### src/rtl/core/vertex_directional_lighting_defines.svh
// Assertion macros shared by the vertex lighting RTL.
// Depends on i_clk and i_rst_n being present in the module that uses them.
`ifndef VERTEX_DIRECTIONAL_LIGHTING_DEFINES_SVH
`define VERTEX_DIRECTIONAL_LIGHTING_DEFINES_SVH

// same-cycle implication, checked out of reset
`define VDL_ASSERT_NOW(lbl, ante, cons, msg) \
    lbl: assert property (@(posedge i_clk) disable iff (!i_rst_n) (ante) |-> (cons)) \
        else $error(msg);

// next-cycle implication, checked out of reset
`define VDL_ASSERT_NXT(lbl, ante, cons, msg) \
    lbl: assert property (@(posedge i_clk) disable iff (!i_rst_n) (ante) |=> (cons)) \
        else $error(msg);

`endif

### src/rtl/core/vdl_pkg.sv
// Shared types, constants and helper functions for the vertex lighting block.
// No dependencies.
`timescale 1ns / 1ps

package vdl_pkg;

    localparam int UNIT_ONE   = 4096;
    localparam int UNIT_SHIFT = $clog2(UNIT_ONE);

    localparam int ADDR_W = 6;
    localparam int DATA_W = 64;
    localparam int DIR_W  = 48;
    localparam int RGB_W  = 24;

    localparam int Q_W    = 16;
    localparam int INT_W  = Q_W + 2;
    localparam int PROD_W = 8 + INT_W;
    localparam int SCL_W  = PROD_W - UNIT_SHIFT;

    typedef enum logic [2:0] {
        REG_DIR0 = 3'd0,
        REG_DIR1 = 3'd1,
        REG_COL0 = 3'd2,
        REG_COL1 = 3'd3,
        REG_AMB  = 3'd4,
        REG_ENV  = 3'd5
    } t_reg_idx;

    localparam logic [RGB_W-1:0] ENV_RESET = 24'hFF_FFFF;

    typedef struct packed {
        logic [DIR_W-1:0] dir0;
        logic [DIR_W-1:0] dir1;
        logic [RGB_W-1:0] col0;
        logic [RGB_W-1:0] col1;
        logic [RGB_W-1:0] amb;
        logic [RGB_W-1:0] env;
    } t_cfg;

    typedef struct packed {
        logic [7:0] vr;
        logic [7:0] vg;
        logic [7:0] vb;
        logic       lit;
        logic       env;
    } t_side;

    function automatic logic [7:0] scale_sat(input logic [PROD_W-1:0] p);
        logic [SCL_W-1:0] s;
        s = p[PROD_W-1:UNIT_SHIFT];
        return (s > SCL_W'(255)) ? 8'hFF : s[7:0];
    endfunction

    function automatic logic [7:0] add3_sat(input logic [7:0] a, input logic [7:0] b,
                                            input logic [7:0] c);
        logic [9:0] s;
        s = {2'b00, a} + {2'b00, b} + {2'b00, c};
        return (s > 10'd255) ? 8'hFF : s[7:0];
    endfunction

endpackage

### src/rtl/core/vdl_cfg.sv
// Configuration register bank with an APB-style slave port.
// Depends on vdl_pkg and the assertion macro header.
`timescale 1ns / 1ps
`include "vertex_directional_lighting_defines.svh"

module vdl_cfg (
    input  logic                        i_clk,
    input  logic                        i_rst_n,
    input  logic                        psel,
    input  logic                        penable,
    input  logic                        pwrite,
    input  logic [vdl_pkg::ADDR_W-1:0]  paddr,
    input  logic [vdl_pkg::DATA_W-1:0]  pwdata,
    output logic [vdl_pkg::DATA_W-1:0]  prdata,
    output logic                        pready,
    output vdl_pkg::t_cfg               o_cfg
);
    import vdl_pkg::*;

    t_cfg     r_cfg;
    t_cfg     n_cfg;
    t_reg_idx w_idx;
    logic     w_wr;

    assign pready = 1'b1;
    assign w_idx  = t_reg_idx'(paddr[5:3]);
    assign w_wr   = psel & penable & pwrite & pready;
    assign o_cfg  = r_cfg;

    always_comb begin
        n_cfg = r_cfg;
        if (w_wr) begin
            unique case (w_idx)
                REG_DIR0: n_cfg.dir0 = pwdata[DIR_W-1:0];
                REG_DIR1: n_cfg.dir1 = pwdata[DIR_W-1:0];
                REG_COL0: n_cfg.col0 = pwdata[RGB_W-1:0];
                REG_COL1: n_cfg.col1 = pwdata[RGB_W-1:0];
                REG_AMB:  n_cfg.amb  = pwdata[RGB_W-1:0];
                REG_ENV:  n_cfg.env  = pwdata[RGB_W-1:0];
                default:  n_cfg = r_cfg;
            endcase
        end
    end

    always_comb begin
        unique case (w_idx)
            REG_DIR0: prdata = DATA_W'(r_cfg.dir0);
            REG_DIR1: prdata = DATA_W'(r_cfg.dir1);
            REG_COL0: prdata = DATA_W'(r_cfg.col0);
            REG_COL1: prdata = DATA_W'(r_cfg.col1);
            REG_AMB:  prdata = DATA_W'(r_cfg.amb);
            REG_ENV:  prdata = DATA_W'(r_cfg.env);
            default:  prdata = '0;
        endcase
    end

    always_ff @(posedge i_clk) begin
        if (!i_rst_n) begin
            r_cfg <= '{dir0: '0, dir1: '0, col0: '0, col1: '0, amb: '0, env: ENV_RESET};
        end else begin
            r_cfg <= n_cfg;
        end
    end

    `VDL_ASSERT_NXT(a_env_wr, w_wr && w_idx == REG_ENV, r_cfg.env == $past(pwdata[RGB_W-1:0]), "environment write lost")
    `VDL_ASSERT_NXT(a_bad_idx, w_wr && paddr[5:3] > 3'd5, $stable(r_cfg), "write beyond register list changed state")

endmodule

### src/rtl/core/vdl_light.sv
// Three-stage datapath for one directional light: axis products, intensity
// sum, color scaling. Depends on vdl_pkg.
`timescale 1ns / 1ps

module vdl_light (
    input  logic                              i_clk,
    input  logic [2:0][7:0]                   i_normal,
    input  logic [vdl_pkg::DIR_W-1:0]         i_dir,
    input  logic [vdl_pkg::RGB_W-1:0]         i_color,
    output logic [2:0][vdl_pkg::PROD_W-1:0]   o_prod
);
    import vdl_pkg::*;

    logic signed [23:0]          w_p [3];
    logic [2:0][Q_W-1:0]         r_q;
    logic [2:0][Q_W-1:0]         n_q;
    logic [INT_W-1:0]            r_int;
    logic [INT_W-1:0]            n_int;
    logic [2:0][PROD_W-1:0]      r_prod;
    logic [2:0][PROD_W-1:0]      n_prod;

    // keep only positive axis terms; for those the shift equals truncation
    always_comb begin
        for (int k = 0; k < 3; k++) begin
            w_p[k] = $signed(i_normal[k]) * $signed(i_dir[16*k +: 16]);
            n_q[k] = (w_p[k] > 24'sd0) ? w_p[k][22:7] : '0;
        end
    end

    assign n_int = INT_W'(r_q[0]) + INT_W'(r_q[1]) + INT_W'(r_q[2]);

    always_comb begin
        for (int k = 0; k < 3; k++) begin
            n_prod[k] = PROD_W'(i_color[8*k +: 8]) * PROD_W'(r_int);
        end
    end

    always_ff @(posedge i_clk) begin
        r_q    <= n_q;
        r_int  <= n_int;
        r_prod <= n_prod;
    end

    assign o_prod = r_prod;

endmodule

### src/rtl/core/vertex_directional_lighting.sv
// Vertex lighting top level: register bank, two light pipelines, final mix.
// Depends on vdl_pkg, vdl_cfg, vdl_light and the assertion macro header.
`timescale 1ns / 1ps
`include "vertex_directional_lighting_defines.svh"

// One vertex is taken in every clock cycle (busy stays low) and its color
// appears on the o_out_* ports after the register stages below, for one cycle,
// marked by o_valid. The four register stages are the axis multipliers, the
// intensity adder, the color multipliers and the saturating mix; results
// leave in input order and the receiver must take each one when o_valid is
// high. The user must write registers through the APB-style port only while
// no vertex is in flight; the block itself does not enforce this.

module vertex_directional_lighting (
    input  logic                        i_clk,
    input  logic                        i_rst_n,
    input  logic                        start,
    output logic                        busy,
    input  logic [7:0]                  i_vertex_r,
    input  logic [7:0]                  i_vertex_g,
    input  logic [7:0]                  i_vertex_b,
    input  logic                        i_lit_flag,
    input  logic                        i_env_flag,
    output logic                        o_valid,
    output logic [7:0]                  o_out_red,
    output logic [7:0]                  o_out_green,
    output logic [7:0]                  o_out_blue,
    input  logic                        psel,
    input  logic                        penable,
    input  logic                        pwrite,
    input  logic [vdl_pkg::ADDR_W-1:0]  paddr,
    input  logic [vdl_pkg::DATA_W-1:0]  pwdata,
    output logic [vdl_pkg::DATA_W-1:0]  prdata,
    output logic                        pready
);
    import vdl_pkg::*;

    t_cfg                   w_cfg;
    logic [2:0][7:0]        w_normal;
    logic [2:0][PROD_W-1:0] w_prod0;
    logic [2:0][PROD_W-1:0] w_prod1;
    logic                   w_accept;

    logic                   r_v1, r_v2, r_v3, r_vo;
    t_side                  r_side1, r_side2, r_side3;
    t_side                  n_side1;
    logic [2:0][7:0]        r_rgb;
    logic [2:0][7:0]        n_rgb;

    assign busy     = 1'b0;
    assign w_accept = start & ~busy;
    assign w_normal = {i_vertex_b, i_vertex_g, i_vertex_r};

    assign n_side1 = '{vr: i_vertex_r, vg: i_vertex_g, vb: i_vertex_b,
                       lit: i_lit_flag, env: i_env_flag};

    vdl_cfg u_cfg (
        .i_clk   (i_clk),
        .i_rst_n (i_rst_n),
        .psel    (psel),
        .penable (penable),
        .pwrite  (pwrite),
        .paddr   (paddr),
        .pwdata  (pwdata),
        .prdata  (prdata),
        .pready  (pready),
        .o_cfg   (w_cfg)
    );

    vdl_light u_light0 (
        .i_clk    (i_clk),
        .i_normal (w_normal),
        .i_dir    (w_cfg.dir0),
        .i_color  (w_cfg.col0),
        .o_prod   (w_prod0)
    );

    vdl_light u_light1 (
        .i_clk    (i_clk),
        .i_normal (w_normal),
        .i_dir    (w_cfg.dir1),
        .i_color  (w_cfg.col1),
        .o_prod   (w_prod1)
    );

    always_comb begin
        for (int k = 0; k < 3; k++) begin
            if (r_side3.lit) begin
                n_rgb[k] = add3_sat(w_cfg.amb[8*k +: 8], scale_sat(w_prod0[k]),
                                    scale_sat(w_prod1[k]));
            end else if (r_side3.env) begin
                n_rgb[k] = w_cfg.env[8*k +: 8];
            end else begin
                case (k)
                    0:       n_rgb[k] = r_side3.vr;
                    1:       n_rgb[k] = r_side3.vg;
                    default: n_rgb[k] = r_side3.vb;
                endcase
            end
        end
    end

    always_ff @(posedge i_clk) begin
        if (!i_rst_n) begin
            r_v1 <= 1'b0;
            r_v2 <= 1'b0;
            r_v3 <= 1'b0;
            r_vo <= 1'b0;
        end else begin
            r_v1 <= w_accept;
            r_v2 <= r_v1;
            r_v3 <= r_v2;
            r_vo <= r_v3;
        end
    end

    always_ff @(posedge i_clk) begin
        r_side1 <= n_side1;
        r_side2 <= r_side1;
        r_side3 <= r_side2;
        r_rgb   <= n_rgb;
    end

    assign o_valid     = r_vo;
    assign o_out_red   = r_rgb[0];
    assign o_out_green = r_rgb[1];
    assign o_out_blue  = r_rgb[2];

    `VDL_ASSERT_NOW(a_lat, o_valid, $past(w_accept, 4), "result without a transfer four cycles back")
    `VDL_ASSERT_NOW(a_pass, o_valid && $past(!i_lit_flag && !i_env_flag, 4), o_out_red == $past(i_vertex_r, 4) && o_out_blue == $past(i_vertex_b, 4), "unlit vertex color altered")
    `VDL_ASSERT_NOW(a_env, o_valid && $past(!i_lit_flag && i_env_flag, 4), o_out_green == w_cfg.env[15:8], "environment color not selected")

endmodule

### config.mk
export PLATFORM = sky130hd
export DESIGN_NAME = vertex_directional_lighting
export DESIGN_NICKNAME = d
export VERILOG_FILES = /design/src/rtl/core/vdl_pkg.sv /design/src/rtl/core/vdl_cfg.sv /design/src/rtl/core/vdl_light.sv /design/src/rtl/core/vertex_directional_lighting.sv
export VERILOG_INCLUDE_DIRS = /design/src /design/src/rtl/core
export SDC_FILE = /design/constraint.sdc
export NUM_CORES = 2
export LEC_CHECK = 0
export ABC_AREA = 1
export CAP_MARGIN = 10
export CORE_ASPECT_RATIO = 0.75
export CORE_UTILIZATION = 40
export CTS_CLUSTER_SIZE = 24
export DETAILED_ROUTE_END_ITERATION = 6
export DONT_BUFFER_PORTS = 1
export GPL_TIMING_DRIVEN = 0
export REMOVE_ABC_BUFFERS = 1
export SYNTH_ARGS = -nofsm -noshare
export SYNTH_HDL_FRONTEND = slang
export SYNTH_SLANG_ARGS = --single-unit
### constraint.sdc
create_clock -name i_clk -period 6.5 [get_ports i_clk]
set_input_delay 1.3 -clock i_clk [delete_from_list [all_inputs] [get_ports i_clk]]
set_output_delay 1.3 -clock i_clk [all_outputs]
set_load 0.01 [all_outputs]
==> results.json <==
{
  "first_pass_iters": 6,
  "ys_top_cells_by_area": "fa_1 32%, dfxtp_1 13%, inv_1 13%",
  "dp_hpwl_mm": 182,
  "die_w_um": 508,
  "synth_flop_cell": "dfxtp_1",
  "drt_wl_total_mm": 228,
  "endpoint_kind": "flop",
  "tritoncts": "done",
  "final_common_cell": "inv_1",
  "fin_crit_ns": 5.75,
  "drv_cap": 1,
  "remaining_drc_errors": 0,
  "reg2reg_setup_slack_ns": 1.00,
  "critical_path_peak_fanout": 26,
  "fin_cells": 12700,
  "synth-edff-count": 0,
  "finClkSkew_ns": 0.0472,
  "crit_family": "adder cells",
  "relSlewSlack": -0.0460,
  "max-clock-path-buffers": 3,
  "reg2reg_depth": 22,
  "numPlacedInstances": 12600,
  "post-place-ws_ns": -0.179,
  "grt_max_degree": 174,
  "clkLatencyLatePin_ns": 0.71,
  "wl_per_cell_um": 17.9,
  "fmax_ghz": 0.174,
  "crit_path_max_incr_delay_ns": 0.80,
  "syn_inst": 10400,
  "fin_ws_ns": 0.745,
  "holdPathEnd": "r_side3[0]",
  "cp-start-kind": "primary input",
  "total_power_uw": 12500,
  "antenna_found_initial": 18,
  "whs_path_depth": 0,
  "ant_nets": 0,
  "path_clk_slew_ns": 0.06,
  "synth_top_area_frac": 0.318,
  "layout-drive-gt1-share": 0.0229,
  "async_flop_share": 0,
  "syn_area_mm2": 0.0767,
  "peakVddDrop_uv": 202,
  "initial_utilization": 0.405,
  "cts_repair_resize_count": 0,
  "status": "complete, but fails checks",
  "rows": 138,
  "viasPerCell": 5.02,
  "cts_inserted_buffers": 59,
  "syn_avg_cell_area_um2": 7.34,
  "track_usage": 0.239,
  "min_from": "r_side2[0]",
  "grt_pass1_vias": 65200,
  "cellPowerDensity_mw_per_mm2": 154,
  "grt_setup_unrepaired": "false",
  "root_buffer": "clkbuf_16",
  "hp-class": "reg2reg",
  "ys_ff_latch": 514,
  "fillers": 19400,
  "arrival_ns": 6.33,
  "yosysSeqAreaShare": 0.134,
  "fin_crit_sh": 0.885,
  "setup_tns_ns": 0,
  "violations": "max-capacitance violations, max-slew violations",
  "r2r-end": "u_light0.r_q[15]",
  "grt_first_pass_wirelength_mm": 365,
  "path_class": "in2reg",
  "r2r_start": "u_cfg.o_cfg[159]",
  "die_y_um": 381,
  "dieArea_mm2": 0.194,
  "setup_viol": 0,
  "worstPathCellList": "inv_1 > nor2_1 > fa_1 > fa_1 > fa_1 > inv_1 > fa_1 > inv_1 > ha_1 > a21oi_1 > nand2_1 > nand2_1 > nand3_1 > nand2_1 > nand2_1 > nor2_1 > nand3_1 > nor2_1 > nand3_1 > nand2_2 > nor2_1",
  "area_delta_synth_final_pct": 5.76,
  "critPathRequiredTime_ns": 7.08,
  "coreArea_mm2": 0.190,
  "yosysUniqueCellTypes": 53,
  "vias": 63800,
  "initialDrtViolationCount": 4965,
  "io_buffers": 0,
  "hold_viol_final": 0,
  "synth_top_area_cell": "fa_1",
  "gp_congestion": 0.949,
  "cp_num_buf_inv": 3,
  "yosys_warnings": 0,
  "postCtsSetupBuffers": 0,
  "cts.sinks": 514,
  "leakage_uw": 0.0455,
  "gr-total-overflow": 0,
  "htree_levels": 2,
  "slew_viol_final": 4,
  "ios": 193,
  "tightest_slew_ns": 1.55,
  "postCtsHoldBufs": 0,
  "cpMaxStageDelayCell": "inv_1",
  "layout_common_cells": "2643 x inv_1, 2546 x nand2_1, 1219 x fa_1, 733 x nor2_1, 613 x ha_1",
  "design_area_mm2": 0.0811,
  "final_net_count": 12000,
  "dpl_cell_area_mm2": 0.0787
}
==> report_power, final <==
part / leakage, uW / internal, uW / switching [uW] / total [uW]
Sequential: 0.00423 / 3500 / 1280 / 4780
Clock: 0.00108 / 2300 / 1610 / 3920
Combinational: 0.0402 / 1370 / 2470 / 3840
==> layout make-up <==
class | count | area (um^2) | share of cell area
multi-input combinational | 6854 | 54800 | 0.675
sequential | 514 | 10300 | 0.127
inverter | 2654 | 9970 | 0.123
tap | 2520 | 3150 | 0.0389
clock buffer | 66 | 1580 | 0.0195
clock inverter | 44 | 663 | 0.00817
timing repair buffer | 27 | 653 | 0.00805
antenna | 15 | 37.5 | 0.000463
==> sequential cells by signal (all words and copies together), names as in the netlist <==
signal           count
o_out_green          8
r_v3                 1
r_side1             26
r_v2                 1
o_valid              1
o_out_red            8
u_cfg.o_cfg        192
u_light0.r_int      18
r_v1                 1
u_light0.r_q        48
u_light1.o_prod     42
u_light0.o_prod     42
r_side2             26
r_side3             26
u_light1.r_q        48
o_out_blue           8
u_light1.r_int      18
==> cell usage after synthesis (all sizes together), types with 16 or more instances <==
library cell and number:
a21oi 407, a22o 16, a22oi 24, and2 38, buf 57, clkbuf 385, dfxtp 514, fa 1219
ha 613, inv 2651, nand2 2556, nand3 241, nand3b 57, nand4 71, nor2 754, nor3 49
nor4 22, o21ai 410, o21bai 30, o22ai 24, or2 20, xnor2 69, xor2 126
==> per-layer routing <==
metal	GRT usage	wire, um	up-vias
li1	-	-	30100
met1	0.333	102000	31200
met2	0.376	99300	2151
met3	0.0392	18100	367
met4	0.0832	8450	8
met5	0	68	-
==> kinds of logic after synthesis <==
| logic type | after synthesis | share of synthesized area |
|---|---|---|
| AO/OA/AOI/OAI | 999 | 0.0715 |
| XOR/XNOR | 195 | 0.0223 |
| adder cells (fa/ha/maj) | 1832 | 0.418 |
| buffers and inverters | 3096 | 0.153 |
| flip-flops | 514 | 0.134 |
| other | 2 | 0.0000979 |
| AND/OR/NAND/NOR | 3810 | 0.201 |
==> through the flow <==
stage,util,hold slack (ns)
global route,0.428,0.332
detailed placement,0.415,0.312
finish,0.428,0.326
CTS,0.427,0.325
global placement,0.412,0.310
floorplan,-,0.310
==> how the worst max path moves through the flow <==
stage,slack [ns],depth (start not counted),to,startpoint
2_1_floorplan,0.92,22,u_light0.r_q[0],i_vertex_r[7]
3_3_place_gp,-6.12,6,u_cfg.o_cfg[137],paddr[4]
3_5_place_dp,-0.18,22,u_light0.r_q[25],i_vertex_g[7]
4_1_cts,0.56,24,u_light0.r_q[25],i_vertex_g[7]
5_1_grt,0.38,19,u_light0.r_q[42],i_vertex_b[7]
6_report,0.75,21,u_light1.r_q[45],i_vertex_b[7]
Power figures use the tool's default switching activity.
